<file path="config.mk">
export PLATFORM = sky130hd
export DESIGN_NAME = text_line_number_squeeze_filter_core_flat
export DESIGN_NICKNAME = d
export VERILOG_FILES = /design/src/hdl/tlnsf_pkg.sv /design/src/hdl/tlnsf_if.sv /design/src/hdl/tlnsf_front.sv /design/src/hdl/tlnsf_queue.sv /design/src/hdl/tlnsf_back.sv /design/src/hdl/text_line_number_squeeze_filter_core.sv /design/src/flat_wrapper.sv
export SDC_FILE = /design/constraint.sdc
export NUM_CORES = 1
export LEC_CHECK = 0
export BUFFER_PORTS_ARGS = -buffer_cell sky130_fd_sc_hd__buf_2
export CAP_MARGIN = 20
export CORE_MARGIN = 5
export CORE_UTILIZATION = 33
export CTS_BUF_LIST = sky130_fd_sc_hd__clkbuf_8
export CTS_CLUSTER_SIZE = 20
export DETAILED_ROUTE_END_ITERATION = 8
export PLACE_DENSITY = 0.45
export SLEW_MARGIN = 20
export SYNTH_ARGS = -nofsm -noshare
export SYNTH_HDL_FRONTEND = slang
export SYNTH_SLANG_ARGS = --single-unit
</file>
<file path="constraint.sdc">
create_clock -name clk -period 2.9 [get_ports clk]
set_input_delay 0 -clock clk [delete_from_list [all_inputs] [get_ports clk]]
set_output_delay 0 -clock clk [all_outputs]
set_load 0.005 [all_outputs]
</file>
<file path="src/hdl/tlnsf_pkg.sv">
// tlnsf_pkg: shared constants and types for the text line numbering and squeeze filter
// used by every module of the filter and by the channel interfaces
`default_nettype none

package tlnsf_pkg;

    localparam int BYTE_W        = 8;
    localparam int NUMBER_DIGITS = 6;
    localparam int MAX_RESULTS   = 8;

    // digit count clamped so digits, tab and byte fit in one run of results
    localparam int EFF_DIGITS = (NUMBER_DIGITS < 1) ? 1 :
                                (NUMBER_DIGITS > MAX_RESULTS - 2) ? MAX_RESULTS - 2 :
                                NUMBER_DIGITS;

    // emit position: digits, then tab, then the passed byte
    localparam int POS_W = $clog2(EFF_DIGITS + 2);

    localparam int QUEUE_DEPTH = 4;
    localparam int QPTR_W      = $clog2(QUEUE_DEPTH);
    localparam int QCNT_W      = $clog2(QUEUE_DEPTH + 1);

    localparam int CFG_IDX_W  = 2;
    localparam int CFG_DATA_W = 1;

    localparam logic [CFG_IDX_W-1:0] REG_NUMBER_ALL      = 2'd0;
    localparam logic [CFG_IDX_W-1:0] REG_NUMBER_NONBLANK = 2'd1;
    localparam logic [CFG_IDX_W-1:0] REG_SQUEEZE         = 2'd2;

    localparam logic [BYTE_W-1:0] CHAR_NEWLINE = 8'd10;
    localparam logic [BYTE_W-1:0] CHAR_TAB     = 8'd9;
    localparam logic [BYTE_W-1:0] CHAR_SPACE   = 8'd32;
    localparam logic [BYTE_W-1:0] CHAR_ZERO    = 8'd48;

    localparam logic [3:0] BCD_NINE = 4'd9;

    typedef logic [EFF_DIGITS-1:0][3:0] bcd_t;

    typedef struct packed {
        logic number_all;
        logic number_nonblank;
        logic squeeze;
    } cfg_t;

    // one classified item handed from front to back
    typedef struct packed {
        logic              numbered;
        bcd_t              digits;
        logic [BYTE_W-1:0] text_byte;
    } cmd_t;

endpackage

`default_nettype wire

</file>
<file path="src/hdl/tlnsf_if.sv">
// tlnsf_in_if and tlnsf_out_if: valid/ready channels of the filter
// depends on tlnsf_pkg for the byte width
`default_nettype none

interface tlnsf_in_if;
    logic                           valid;
    logic                           ready;
    logic [tlnsf_pkg::BYTE_W-1:0]   text_byte;
    logic                           file_start;

    modport source (output valid, output text_byte, output file_start, input ready);
    modport sink   (input valid, input text_byte, input file_start, output ready);
endinterface

interface tlnsf_out_if;
    logic                           valid;
    logic                           ready;
    logic [tlnsf_pkg::BYTE_W-1:0]   out_byte;
    logic                           last_of_run;

    modport source (output valid, output out_byte, output last_of_run, input ready);
    modport sink   (input valid, input out_byte, input last_of_run, output ready);
endinterface

`default_nettype wire

</file>
<file path="src/hdl/tlnsf_front.sv">
// tlnsf_front: accepts text bytes, tracks line state and the bcd line counter,
// classifies each byte and pushes a command unless it is squeezed; depends on tlnsf_pkg and tlnsf_if
`default_nettype none

module tlnsf_front (
    input  wire logic              clk,
    input  wire logic              rst_n,
    input  tlnsf_pkg::cfg_t        cfg,
    tlnsf_in_if.sink               text,
    input  wire logic              q_full,
    output logic                   q_push,
    output tlnsf_pkg::cmd_t        q_data
);
    import tlnsf_pkg::*;

    logic prev_nl_reg, prev_nl_next;
    logic blank_reg, blank_next;
    bcd_t count_reg, count_next;

    logic accept;
    logic is_nl;
    logic at_start;
    logic blank_eff;
    logic drop;
    logic numbered;
    logic all_nines;
    logic carry;
    bcd_t count_inc;

    assign text.ready = !q_full;
    assign accept     = text.valid && text.ready;
    assign is_nl      = (text.text_byte == CHAR_NEWLINE);
    assign at_start   = text.file_start || prev_nl_reg;
    assign blank_eff  = !text.file_start && blank_reg;
    assign drop       = at_start && is_nl && blank_eff && cfg.squeeze;

    always_comb
    begin
        numbered = 1'b0;
        if (at_start)
        begin
            if (cfg.number_nonblank)
                numbered = !is_nl;
            else
                numbered = cfg.number_all;
        end
    end

    // saturating bcd increment
    always_comb
    begin
        all_nines = 1'b1;
        carry     = 1'b1;
        count_inc = count_reg;
        for (int k = 0; k < EFF_DIGITS; k++)
        begin
            if (count_reg[k] != BCD_NINE)
                all_nines = 1'b0;
            if (carry)
            begin
                if (count_reg[k] == BCD_NINE)
                    count_inc[k] = 4'd0;
                else
                begin
                    count_inc[k] = count_reg[k] + 4'd1;
                    carry        = 1'b0;
                end
            end
        end
    end

    always_comb
    begin
        prev_nl_next = prev_nl_reg;
        blank_next   = blank_reg;
        count_next   = count_reg;
        if (accept && !drop)
        begin
            prev_nl_next = is_nl;
            blank_next   = at_start && is_nl;
            if (numbered && !all_nines)
                count_next = count_inc;
        end
    end

    always_ff @(posedge clk or negedge rst_n)
    begin
        if (!rst_n)
        begin
            prev_nl_reg <= 1'b1;
            blank_reg   <= 1'b0;
            count_reg   <= bcd_t'(1);
        end
        else
        begin
            prev_nl_reg <= prev_nl_next;
            blank_reg   <= blank_next;
            count_reg   <= count_next;
        end
    end

    assign q_push           = accept && !drop;
    assign q_data.numbered  = numbered;
    assign q_data.digits    = count_reg;
    assign q_data.text_byte = text.text_byte;

endmodule

`default_nettype wire

</file>
<file path="src/hdl/tlnsf_queue.sv">
// tlnsf_queue: short command fifo between front and back
// depends on tlnsf_pkg
`default_nettype none

module tlnsf_queue (
    input  wire logic          clk,
    input  wire logic          rst_n,
    input  wire logic          push,
    input  tlnsf_pkg::cmd_t    push_data,
    output logic               full,
    input  wire logic          pop,
    output logic               empty,
    output tlnsf_pkg::cmd_t    head
);
    import tlnsf_pkg::*;

    cmd_t              entry_reg [QUEUE_DEPTH];
    logic [QPTR_W-1:0] wr_ptr_reg, wr_ptr_next;
    logic [QPTR_W-1:0] rd_ptr_reg, rd_ptr_next;
    logic [QCNT_W-1:0] count_reg, count_next;
    logic              do_push;
    logic              do_pop;

    assign full    = (count_reg == QCNT_W'(QUEUE_DEPTH));
    assign empty   = (count_reg == '0);
    assign do_push = push && !full;
    assign do_pop  = pop && !empty;
    assign head    = entry_reg[rd_ptr_reg];

    always_comb
    begin
        wr_ptr_next = wr_ptr_reg;
        rd_ptr_next = rd_ptr_reg;
        count_next  = count_reg;
        if (do_push)
            wr_ptr_next = wr_ptr_reg + 1'b1;
        if (do_pop)
            rd_ptr_next = rd_ptr_reg + 1'b1;
        if (do_push && !do_pop)
            count_next = count_reg + 1'b1;
        else if (do_pop && !do_push)
            count_next = count_reg - 1'b1;
    end

    always_ff @(posedge clk or negedge rst_n)
    begin
        if (!rst_n)
        begin
            wr_ptr_reg <= '0;
            rd_ptr_reg <= '0;
            count_reg  <= '0;
        end
        else
        begin
            wr_ptr_reg <= wr_ptr_next;
            rd_ptr_reg <= rd_ptr_next;
            count_reg  <= count_next;
        end
    end

    always_ff @(posedge clk)
    begin
        if (do_push)
            entry_reg[wr_ptr_reg] <= push_data;
    end

endmodule

`default_nettype wire

</file>
<file path="src/hdl/tlnsf_back.sv">
// tlnsf_back: expands numbered commands into padded digits, tab and byte, and sends other
// bytes alone, through a registered output stage; depends on tlnsf_pkg and tlnsf_if
`default_nettype none

module tlnsf_back (
    input  wire logic          clk,
    input  wire logic          rst_n,
    input  wire logic          q_empty,
    input  tlnsf_pkg::cmd_t    q_head,
    output logic               q_pop,
    tlnsf_out_if.source        result
);
    import tlnsf_pkg::*;

    logic [POS_W-1:0]  pos_reg, pos_next;
    logic              out_valid_reg, out_valid_next;
    logic [BYTE_W-1:0] out_byte_reg, out_byte_next;
    logic              out_last_reg, out_last_next;

    logic              load;
    logic              final_pos;
    logic [BYTE_W-1:0] sel_byte;
    logic              seen_nonzero;
    logic [EFF_DIGITS-1:0] blank_digit;

    // leading zeros above the units digit show as spaces
    always_comb
    begin
        seen_nonzero = 1'b0;
        blank_digit  = '0;
        for (int k = EFF_DIGITS - 1; k >= 0; k--)
        begin
            if (q_head.digits[k] != 4'd0)
                seen_nonzero = 1'b1;
            blank_digit[k] = !seen_nonzero && (k != 0);
        end
    end

    always_comb
    begin
        sel_byte  = q_head.text_byte;
        final_pos = 1'b1;
        if (q_head.numbered)
        begin
            final_pos = (pos_reg == POS_W'(EFF_DIGITS + 1));
            if (pos_reg == POS_W'(EFF_DIGITS))
                sel_byte = CHAR_TAB;
            for (int k = 0; k < EFF_DIGITS; k++)
            begin
                if (pos_reg == POS_W'(EFF_DIGITS - 1 - k))
                begin
                    if (blank_digit[k])
                        sel_byte = CHAR_SPACE;
                    else
                        sel_byte = CHAR_ZERO + {4'd0, q_head.digits[k]};
                end
            end
        end
    end

    assign load  = !q_empty && (!out_valid_reg || result.ready);
    assign q_pop = load && final_pos;

    always_comb
    begin
        pos_next       = pos_reg;
        out_valid_next = out_valid_reg;
        out_byte_next  = out_byte_reg;
        out_last_next  = out_last_reg;
        if (load)
        begin
            out_valid_next = 1'b1;
            out_byte_next  = sel_byte;
            out_last_next  = final_pos;
            pos_next       = final_pos ? '0 : pos_reg + 1'b1;
        end
        else if (result.ready)
            out_valid_next = 1'b0;
    end

    always_ff @(posedge clk or negedge rst_n)
    begin
        if (!rst_n)
        begin
            pos_reg       <= '0;
            out_valid_reg <= 1'b0;
        end
        else
        begin
            pos_reg       <= pos_next;
            out_valid_reg <= out_valid_next;
        end
    end

    always_ff @(posedge clk)
    begin
        out_byte_reg <= out_byte_next;
        out_last_reg <= out_last_next;
    end

    assign result.valid       = out_valid_reg;
    assign result.out_byte    = out_byte_reg;
    assign result.last_of_run = out_last_reg;

endmodule

`default_nettype wire

</file>
<file path="src/hdl/text_line_number_squeeze_filter_core.sv">
// text_line_number_squeeze_filter_core: top level of the line numbering and squeeze filter
// depends on tlnsf_pkg, tlnsf_if, tlnsf_front, tlnsf_queue and tlnsf_back
//
//  channel  | dir | payload                   | request
//  ---------+-----+---------------------------+------------------------------
//  text     | in  | text_byte, file_start     | one text byte
//  result   | out | out_byte, last_of_run     | one output character
//  cfg_*    | in  | cfg_index, cfg_data       | one register write, no wait
//
//  one text byte is taken per cycle while the queue is not full; a plain byte
//  taken is written into the queue, then loaded into the output stage register
//  and offered on result; a numbered line start leaves as six digits, tab and
//  byte, the back end emitting one byte a cycle unless result stalls
//  the four-entry queue lets the front keep taking bytes while the back expands
//  a stalled result holds the back end only; the front stops when the queue fills
//  reset clears line state to line start, no blank run, counter one, all options off
`default_nettype none

module text_line_number_squeeze_filter_core (
    input  wire logic                               clk,
    input  wire logic                               rst_n,
    tlnsf_in_if.sink                                text,
    tlnsf_out_if.source                             result,
    input  wire logic                               cfg_we,
    input  wire logic [tlnsf_pkg::CFG_IDX_W-1:0]    cfg_index,
    input  wire logic [tlnsf_pkg::CFG_DATA_W-1:0]   cfg_data
);
    import tlnsf_pkg::*;

    cfg_t cfg_reg, cfg_next;

    logic q_full;
    logic q_push;
    cmd_t q_push_data;
    logic q_pop;
    logic q_empty;
    cmd_t q_head;

    // option registers; writes to an unused index are ignored
    always_comb
    begin
        cfg_next = cfg_reg;
        if (cfg_we)
        begin
            case (cfg_index)
                REG_NUMBER_ALL:      cfg_next.number_all      = cfg_data[0];
                REG_NUMBER_NONBLANK: cfg_next.number_nonblank = cfg_data[0];
                REG_SQUEEZE:         cfg_next.squeeze         = cfg_data[0];
                default:             cfg_next = cfg_reg;
            endcase
        end
    end

    always_ff @(posedge clk or negedge rst_n)
    begin
        if (!rst_n)
            cfg_reg <= '0;
        else
            cfg_reg <= cfg_next;
    end

    // front: classification, blank tracking and the bcd line counter
    tlnsf_front u_front (
        .clk    (clk),
        .rst_n  (rst_n),
        .cfg    (cfg_reg),
        .text   (text),
        .q_full (q_full),
        .q_push (q_push),
        .q_data (q_push_data)
    );

    // decoupling queue of classified commands
    tlnsf_queue u_queue (
        .clk       (clk),
        .rst_n     (rst_n),
        .push      (q_push),
        .push_data (q_push_data),
        .full      (q_full),
        .pop       (q_pop),
        .empty     (q_empty),
        .head      (q_head)
    );

    // back: number formatting and the registered output stage
    tlnsf_back u_back (
        .clk     (clk),
        .rst_n   (rst_n),
        .q_empty (q_empty),
        .q_head  (q_head),
        .q_pop   (q_pop),
        .result  (result)
    );

endmodule

`default_nettype wire
</file>
<file path="src/flat_wrapper.sv">
// flat-port wrapper written by rule: the top's interface ports become plain ports
module text_line_number_squeeze_filter_core_flat import tlnsf_pkg::*;
  (clk, rst_n, cfg_we, cfg_index, cfg_data, text_valid, text_text_byte, text_file_start, text_ready, result_valid, result_out_byte, result_last_of_run, result_ready);
  tlnsf_in_if text_i ();
  tlnsf_out_if result_i ();
  input  wire logic clk;
  input  wire logic rst_n;
  input  wire logic cfg_we;
  input  wire logic [tlnsf_pkg::CFG_IDX_W-1:0] cfg_index;
  input  wire logic [tlnsf_pkg::CFG_DATA_W-1:0] cfg_data;
  input wire logic [$bits(text_i.valid)-1:0] text_valid;
  input wire logic [$bits(text_i.text_byte)-1:0] text_text_byte;
  input wire logic [$bits(text_i.file_start)-1:0] text_file_start;
  output wire logic [$bits(text_i.ready)-1:0] text_ready;
  output wire logic [$bits(result_i.valid)-1:0] result_valid;
  output wire logic [$bits(result_i.out_byte)-1:0] result_out_byte;
  output wire logic [$bits(result_i.last_of_run)-1:0] result_last_of_run;
  input wire logic [$bits(result_i.ready)-1:0] result_ready;
  assign text_i.valid = text_valid;
  assign text_i.text_byte = text_text_byte;
  assign text_i.file_start = text_file_start;
  assign text_ready = text_i.ready;
  assign result_valid = result_i.valid;
  assign result_out_byte = result_i.out_byte;
  assign result_last_of_run = result_i.last_of_run;
  assign result_i.ready = result_ready;
  text_line_number_squeeze_filter_core u_core (.clk(clk), .rst_n(rst_n), .text(text_i), .result(result_i), .cfg_we(cfg_we), .cfg_index(cfg_index), .cfg_data(cfg_data));
endmodule
</file>
==> out/qor.csv, run 1 <==
metric,value,unit
RSZ-0062 raised after global routing,no,
switching share of power,33.6,%
ant diodes,0,
DRT Pass-1 Iters,4,
Top Family by Delay on Critical Path,simple AND/OR/NAND/NOR gates,
leak pwr,0.00307,µW
slew at the pin with the worst max-slew slack,0.671,ns
ANT nets after route,0,
Worst-Skew Late Latency,0.46,ns
antenna violations before repair,0,
crit-path max cell delay,0.60,ns
FMAX,398,MHz
Total Power,8150,µW
Comb pwr share,32.8,%
top-area cell type share of the netlist area,54.8,%
cells after synthesis,473,
clock sink count,181,
clock skew,0.0191,ns
Worst setup SP type,register,
crit end category,register,
Clock Power Share,20.8,%
Final Cycle Share,86.6,%
Die X,163,µm
CTS resizes,0,
library cells used by synthesis,61,
Hold Crit Class,in -> async,
Area contributors post-synth,"edfxtp_1, dfrtp_1, mux4_2, ha_1, xor2_1",
Post-synth EDFFs,141,
share of cells above drive strength 1,23.3,%
Slew headroom,55.2,%
fin util,38.1,%
crit path DAT,2.85,ns
via count,4310,
DR iter-0 viols,220,
part of the power in registers,46.4,%
die area,0.0266,mm²
fin. max-slew vios,0,
syn nets,502,
largest net degree at the start of global routing,41,
CP Class,reg -> reg,
"Seq/Total Area, Yosys",67.8,%
IO Count,28,
CTS tree,done,
routed wire length per instance,19.1,µm
Synth Flop Type,edfxtp_1,
total track usage,13.0,%
register bit total from synthesis,181,
H-tree level count,4,
Avg Inst Size Synth,16.3,µm²
HPWL Detailed,10500,µm
RD Place Congestion,0.846,
Hold Fails Final Rpt,0,
peak supply drop,284,µV
Critical Path Slowest Stage Cell,and4_2,
yosys synthesis warning count,0,
Setup TNS,0,ns
Max Cap Violations,0,
Inserted Clock Buffers,17,
crit path time final,2.51,ns
"Max FO, Critical Path",21,
Post-Syn Area,0.00772,mm²
Post-synth ARST share,22.1,%
internal power,5410,µW
total power per unit cell area,919,mW/mm²
clock slew at reported path FFs,0.10,ns
GRT overflow,0,
PnR worst setup slack,0.389,ns
Commonest cells post-synth,"edfxtp_1, dfrtp_1, mux4_2, nand2_1, inv_1",
Setup crit start,u_core.u_front.q_data[9]$_DFFE_PN0P_,
DR vias/cell,4.98,
Post-route DRC,0,
vias in the first global route,4386,
final net count,562,
routed wire length,16500,µm
FF-to-FF Start,u_core.u_front.q_data[9]$_DFFE_PN0P_,
core box area,0.0233,mm²
Critical path buffers and inverters,0,
Switching Power,2740,µW
Initial Util,33.2,%
final setup fails,0,
cell with the most instances after synthesis,edfxtp_1,
port bufs,27,
number of flip-flops in the largest register,132,
row count,56,
outcome,completed,
crit-path cells,or3b_4 > nor4_4 > and4_2 > nor3_1 > a221o_2,
die height,163,µm
post-synth top area cell,edfxtp_1,
clock buffer depth,2,
Area Growth Syn to Fin,14.8,%
first-pass GRT wire length,25700,µm
Clock Tree Root,clkbuf_8,
"Req. time, crit path",3.24,ns
dpl ws,0.378,ns
## routing by layer
metal	GRT usage (%)	up-vias	share of wire, %	wire length (µm)
met3	3.14	11	2.9	475
met4	3.39	0	0.90	149
li1	-	1973	-	-
met5	0	-	0	0
met1	18.2	2253	48	7900
met2	20.5	73	48	8010
## final timing paths
kind                       slack (ns)                                       end  cells past startpoint
max                              0.39     u_core.u_front.q_data[11]$_DFFE_PN0P_                      5
min                              0.09    u_core.u_back.result.valid$_DFFE_PN0P_                      2
max reg2reg                      0.39     u_core.u_front.q_data[11]$_DFFE_PN0P_                      5
min reg2reg                      0.48    u_core.u_front.prev_nl_reg$_DFFE_PN1N_                      2
max in group asynchronous        2.36  u_core.u_queue.rd_ptr_reg[0]$_DFFE_PN0P_                      2
min in group clk                 0.32  u_core.u_queue.entry_reg[3][1]$_DFFE_PP_                      2
## per-stage QoR
step,instances,instance area [µm²],hold slack [ns]
floorplan,473,7720,-0.296
global placement,815,8290,0.238
detailed placement,815,8290,0.243
CTS,865,8860,0.282
global route,865,8870,0.0999
finish,865,8870,0.0895
## cell type report
| type | count | area (µm²) |
|---|---|---|
| clock buffer | 18 | 248 |
| clock inverter | 14 | 144 |
| timing repair buffer | 58 | 440 |
| multi-input combinational | 255 | 2320 |
| tap | 319 | 399 |
| fill | 2204 | 14400 |
| sequential | 181 | 5240 |
| inverter | 20 | 75.1 |
## layout by cell type (no fill, tap or decap), types with 5 or more instances in the layout
cell type	instances
xnor2_1	7
buf_2	26
o41a_1	5
xor2_1	12
mux2_2	9
o21ai_0	15
o22ai_1	7
nor4_1	14
nor2b_1	13
nor3b_1	7
dlygate4sd3_1	18
nor2_1	16
inv_1	21
nand3_1	5
nor3_1	7
edfxtp_1	141
dfrtp_1	37
nand2_1	25
mux4_2	33
a21oi_1	10
ha_1	11
clkbuf_8	18
and3_1	7
buf_4	12
## cell families (layout without fill, tap and decap cells)
kind of cell / Yosys count / after routing / share of synthesized area (%)
compound gates: 64 / 64 / 5.93
xor+xnor: 19 / 19 / 2.15
fa+ha+maj: 12 / 12 / 2.04
buf+inv: 37 / 110 / 2.14
flops: 181 / 181 / 67.8
mux: 42 / 42 / 10.9
simple gates: 118 / 118 / 8.99
## power groups by stage
stage               sequential, µW  combinational [µW]  clock, µW
detailed placement            3850                2700          0
floorplan                     3770                1850          0
CTS                           3800                2730       1760
global route                  3850                2950       1850
finish                        3780                2670       1690
global placement              3820                2690          0
## what timing repair did
item                      4_1_cts  5_1_grt
hold endpoints to repair       76        0
hold buffers                   18        0
buffers inserted                0        0
No activity file was read; power rests on OpenSTA's default activity.
==> inputs of run 2 (changes only) <==
CELL_PAD_IN_SITES_DETAIL_PLACEMENT = 1   (was not set)
CELL_PAD_IN_SITES_GLOBAL_PLACEMENT = 1   (was not set)
PLACE_DENSITY = 0.51   (was 0.45)
==> out/qor.csv, run 2 (synthesis gave the netlist of run 1 again) <==
metric,value,unit
Multi-input gate area,0.00232,mm²
die height,163,µm
crit-path most repeated cell,xor2_1,
die area,0.0266,mm²
Critical Path Slowest Stage Cell,a21oi_1,
core box area,0.0233,mm²
Worst-Skew Late Latency,0.45,ns
Sequential cell area,0.00524,mm²
most frequent cells in the layout,"edfxtp_1, dfrtp_1, mux4_2",
Area Growth Syn to Fin,14.6,%
GRT overflow,0,
routed wire length,17100,µm
clock skew,0.0185,ns
Max Cap Violations,0,
final setup fails,0,
fin. max-slew vios,0,
Placed Cells,818,
Hold Crit Class,in -> async,
CTS resizes,0,
Most Crowded Layer GR,met2,
met3 Use GR,2.81,%
number of flip-flops in the largest register,132,
routed wire length per instance,19.7,µm
HPWL Detailed,11200,µm
vias in the first global route,4761,
ant diodes,0,
Inserted Clock Buffers,17,
met2 global-route usage,22.9,%
Final Cycle Share,89.3,%
DRT Pass-1 Iters,4,
crit-path max cell delay,0.60,ns
DR vias/cell,4.93,
Clock Tree Root,clkbuf_8,
share of cells above drive strength 1,23.5,%
Initial Util,33.2,%
total track usage,13.5,%
DR iter-0 viols,251,
"commonest non-fill, non-tap cell in the layout",edfxtp_1,
Post-route DRC,0,
port bufs,27,
crit path time final,2.59,ns
crit end category,register,
IO Count,28,
peak supply drop,375,µV
antenna violations before repair,0,
outcome,completed,
final net count,565,
Slew headroom,49.5,%
"Req. time, crit path",3.28,ns
H-tree level count,4,
FMAX,386,MHz
RD Place Congestion,0.742,
crit path DAT,2.97,ns
clock slew at reported path FFs,0.10,ns
Setup TNS,0,ns
leak pwr,0.00308,µW
largest net degree at the start of global routing,41,
CTS tree,done,
fillers,2386,
ANT nets after route,0,
Worst setup SP type,register,
Die X,163,µm
via count,4282,
Post-Layout Cell Count,868,
Hold Fails Final Rpt,0,
CP Class,reg -> reg,
clock sink count,181,
row count,56,
total power per unit cell area,911,mW/mm²
crit-path cells,or3b_2 > nand2_1 > a21oi_1 > ha_1 > inv_1 > fa_1 > xor2_1 > nor2_1 > xor2_1,
"Max FO, Critical Path",6,
first-pass GRT wire length,27300,µm
fin area,0.00885,mm²
RSZ-0062 raised after global routing,no,
met1 Use GR,18.1,%
slew at the pin with the worst max-slew slack,0.757,ns
Area after DPL,0.00831,mm²
clock buffer depth,2,
==> run 2: stage by stage <==
step                      setup slack [ns]  power [µW]  util (%)  hold slack [ns]
final                                0.310        8060      38.1           0.0868
after global routing                0.0918        8590      38.1            0.111
after CTS                            0.265        8230      38.0            0.290
after detailed placement             0.293        6620      35.7            0.243
after global placement               0.350        6550      35.7            0.231
after floorplan                      0.388        5620         -           -0.296
==> run 2: critical path: cells and delay by family, from the launching register on <==
kind | cells | cell delay [ns]
AND/OR/NAND/NOR | 3 | 0.45
buffers and inverters | 1 | 0.06
flip-flops | 1 | 0.42
AO/OA/AOI/OAI | 1 | 0.60
adder cells (fa/ha/maj) | 2 | 0.67
XOR/XNOR | 2 | 0.33
==> run 2: area by class of cell <==
class,count,area share [%]
Clock inverter,13,1.07
Tap cell,319,4.51
Timing Repair Buffer,61,5.23
Inverter,20,0.848
Multi-Input combinational cell,255,26.2
Sequential cell,181,59.2
Clock buffer,19,2.95
==> run 2: timing repair <==
action | CTS | global route
hold buffers | 18 | 0
buffers inserted | 0 | 0
endpoints found under the hold margin | 76 | 0
==> run 2: final timing paths <==
kind | from | end | slack, ns | cells after the start
worst max-delay path | u_core.u_queue.count_reg[2]$_DFFE_PN0P_ | u_core.u_queue.count_reg[2]$_DFFE_PN0P_ | 0.31 | 9
worst min-delay path | rst_n | u_core.u_front.blank_reg$_DFFE_PN0N_ | 0.09 | 2
worst max register to register | u_core.u_queue.count_reg[2]$_DFFE_PN0P_ | u_core.u_queue.count_reg[2]$_DFFE_PN0P_ | 0.31 | 9
worst min register to register | u_core.u_front.prev_nl_reg$_DFFE_PN1N_ | u_core.u_front.prev_nl_reg$_DFFE_PN1N_ | 0.48 | 2
max in group asynchronous | rst_n | u_core.u_front.q_data[17]$_DFFE_PN0P_ | 2.37 | 2
min in group clk | text_text_byte[2] | u_core.u_queue.entry_reg[0][2]$_DFFE_PP_ | 0.32 | 2
==> run 2: layer usage <==
metal | vias up | routed length, µm
li1 | 1988 | -
met1 | 2247 | 8230
met2 | 40 | 8410
met3 | 7 | 309
met4 | 0 | 118
met5 | - | 0
==> run 2: power breakdown <==
part / switching, µW / internal [µW] / total [µW]
sequential: 285 / 3530 / 3820
clock: 921 / 652 / 1570
combinational: 1520 / 1150 / 2670
total: 2730 / 5340 / 8060
==> inputs of run 3 (changes only) <==
PLACE_DENSITY = 0.64   (was 0.51)
==> out/qor.csv, run 3 (synthesis gave the netlist of run 1 again) <==
metric,value,unit
clock buffer depth,2,
CTS resizes,0,
ANT nets after route,0,
RD Place Congestion,0.778,
die height,163,µm
peak supply drop,346,µV
Hold Crit Class,in -> async,
Worst setup SP type,register,
number of flip-flops in the largest register,132,
crit end category,register,
HPWL Detailed,10700,µm
FMAX,394,MHz
ant diodes,0,
vias in the first global route,4727,
Setup TNS,0,ns
share of cells above drive strength 1,23.2,%
crit path DAT,2.93,ns
crit path time final,2.54,ns
CP Class,reg -> reg,
routed wire length,16500,µm
Worst-Skew Late Latency,0.46,ns
Initial Util,33.2,%
"Max FO, Critical Path",6,
RSZ-0062 raised after global routing,no,
fin util,38.5,%
"Req. time, crit path",3.29,ns
most frequent cells in the layout,"edfxtp_1, dfrtp_1, mux4_2",
first-pass GRT wire length,26500,µm
via count,4310,
DR vias/cell,4.98,
antenna violations before repair,0,
Slew headroom,54.0,%
outcome,completed,
crit-path max cell delay,0.55,ns
Final Cycle Share,87.6,%
fillers,2348,
Clock Tree Root,clkbuf_8,
largest net degree at the start of global routing,41,
DRT Pass-1 Iters,4,
Critical Path Slowest Stage Cell,a21oi_1,
die area,0.0266,mm²
row count,56,
final setup fails,0,
fin. max-slew vios,0,
core box area,0.0233,mm²
slew at the pin with the worst max-slew slack,0.690,ns
Inserted Clock Buffers,17,
Hold Fails Final Rpt,0,
postcts setup bufs,0,
total track usage,13.1,%
clock slew at reported path FFs,0.09,ns
clock skew,0.0143,ns
Post-route DRC,0,
crit-path cells,or3b_2 > nand2_1 > a21oi_1 > ha_1 > inv_1 > fa_1 > xor2_1 > nor2_1 > xor2_1,
crit-path most repeated cell,xor2_1,
total power per unit cell area,948,mW/mm²
H-tree level count,4,
hold buffer count at CTS,18,
"commonest non-fill, non-tap cell in the layout",edfxtp_1,
Max Cap Violations,0,
Area Growth Syn to Fin,16.1,%
Die X,163,µm
port bufs,27,
CTS tree,done,
IO Count,28,
DR iter-0 viols,195,
routed wire length per instance,19.0,µm
leak pwr,0.00312,µW
final net count,563,
GRT overflow,0,
clock sink count,181,
==> run 3: cell count changes in the layout (fill, tap and decap cells not counted), sizes merged <==
cell      change
inv           -5
bufinv        +6
clkbuf        -2
clkinv        +2
clkinvlp      -1
buf           -2
==> run 3: through the flow <==
step	cells	instance area (µm²)	worst slack, ns	hold WS (ns)	total power [µW]
after floorplan	473	7720	0.388	-0.296	5620
after global placement	816	8300	0.451	0.229	6430
after detailed placement	816	8300	0.407	0.240	6540
after CTS	866	8960	0.363	0.277	8620
after global routing	866	8960	0.180	0.108	9000
final	866	8960	0.360	0.0894	8490
==> run 3: final cells by class <==
cell class	instances	area (µm²)	share of cell area, %
multi-input cells	255	2320	25.9
clock inverters	15	248	2.76
clock buffers	17	234	2.61
flip-flops and latches	181	5240	58.4
repair buffers	59	448	5.00
inverters	20	75.1	0.838
well taps	319	399	4.45
==> run 3: layer usage <==
layer | GRT usage, % | vias up | part of all wire (%)
li1 | - | 1977 | -
met1 | 16.2 | 2247 | 44
met2 | 22.9 | 66 | 51
met3 | 3.06 | 20 | 2.9
met4 | 4.23 | 0 | 1.9
met5 | 0 | - | 0
==> run 3: worst paths after layout <==
kind	start	endpoint	slack, ns	depth (start not counted)
min in group clk	text_text_byte[0]	u_core.u_queue.entry_reg[3][0]$_DFFE_PP_	0.31	2
max	u_core.u_queue.count_reg[2]$_DFFE_PN0P_	u_core.u_queue.count_reg[2]$_DFFE_PN0P_	0.36	9
max in group asynchronous	rst_n	u_core.u_queue.rd_ptr_reg[0]$_DFFE_PN0P_	2.38	2
min reg2reg	u_core.u_back.result.valid$_DFFE_PN0P_	u_core.u_back.result.valid$_DFFE_PN0P_	0.50	2
min	rst_n	u_core.u_front.q_data[29]$_DFFE_PN0P_	0.09	2
max reg2reg	u_core.u_queue.count_reg[2]$_DFFE_PN0P_	u_core.u_queue.count_reg[2]$_DFFE_PN0P_	0.36	9
==> run 3: critical path: cells and delay by family (launching register included) <==
family | cells | cell delay, ns
adder cells (fa/ha/maj) | 2 | 0.67
AO/OA/AOI/OAI | 1 | 0.55
AND/OR/NAND/NOR | 3 | 0.45
flip-flops | 1 | 0.41
XOR/XNOR | 2 | 0.31
buffers and inverters | 1 | 0.07
==> run 3: where the power goes <==
part | internal (µW) | switching (µW)
logic | 1150 | 1490
registers | 3530 | 286
clock network | 1120 | 919
total | 5800 | 2700
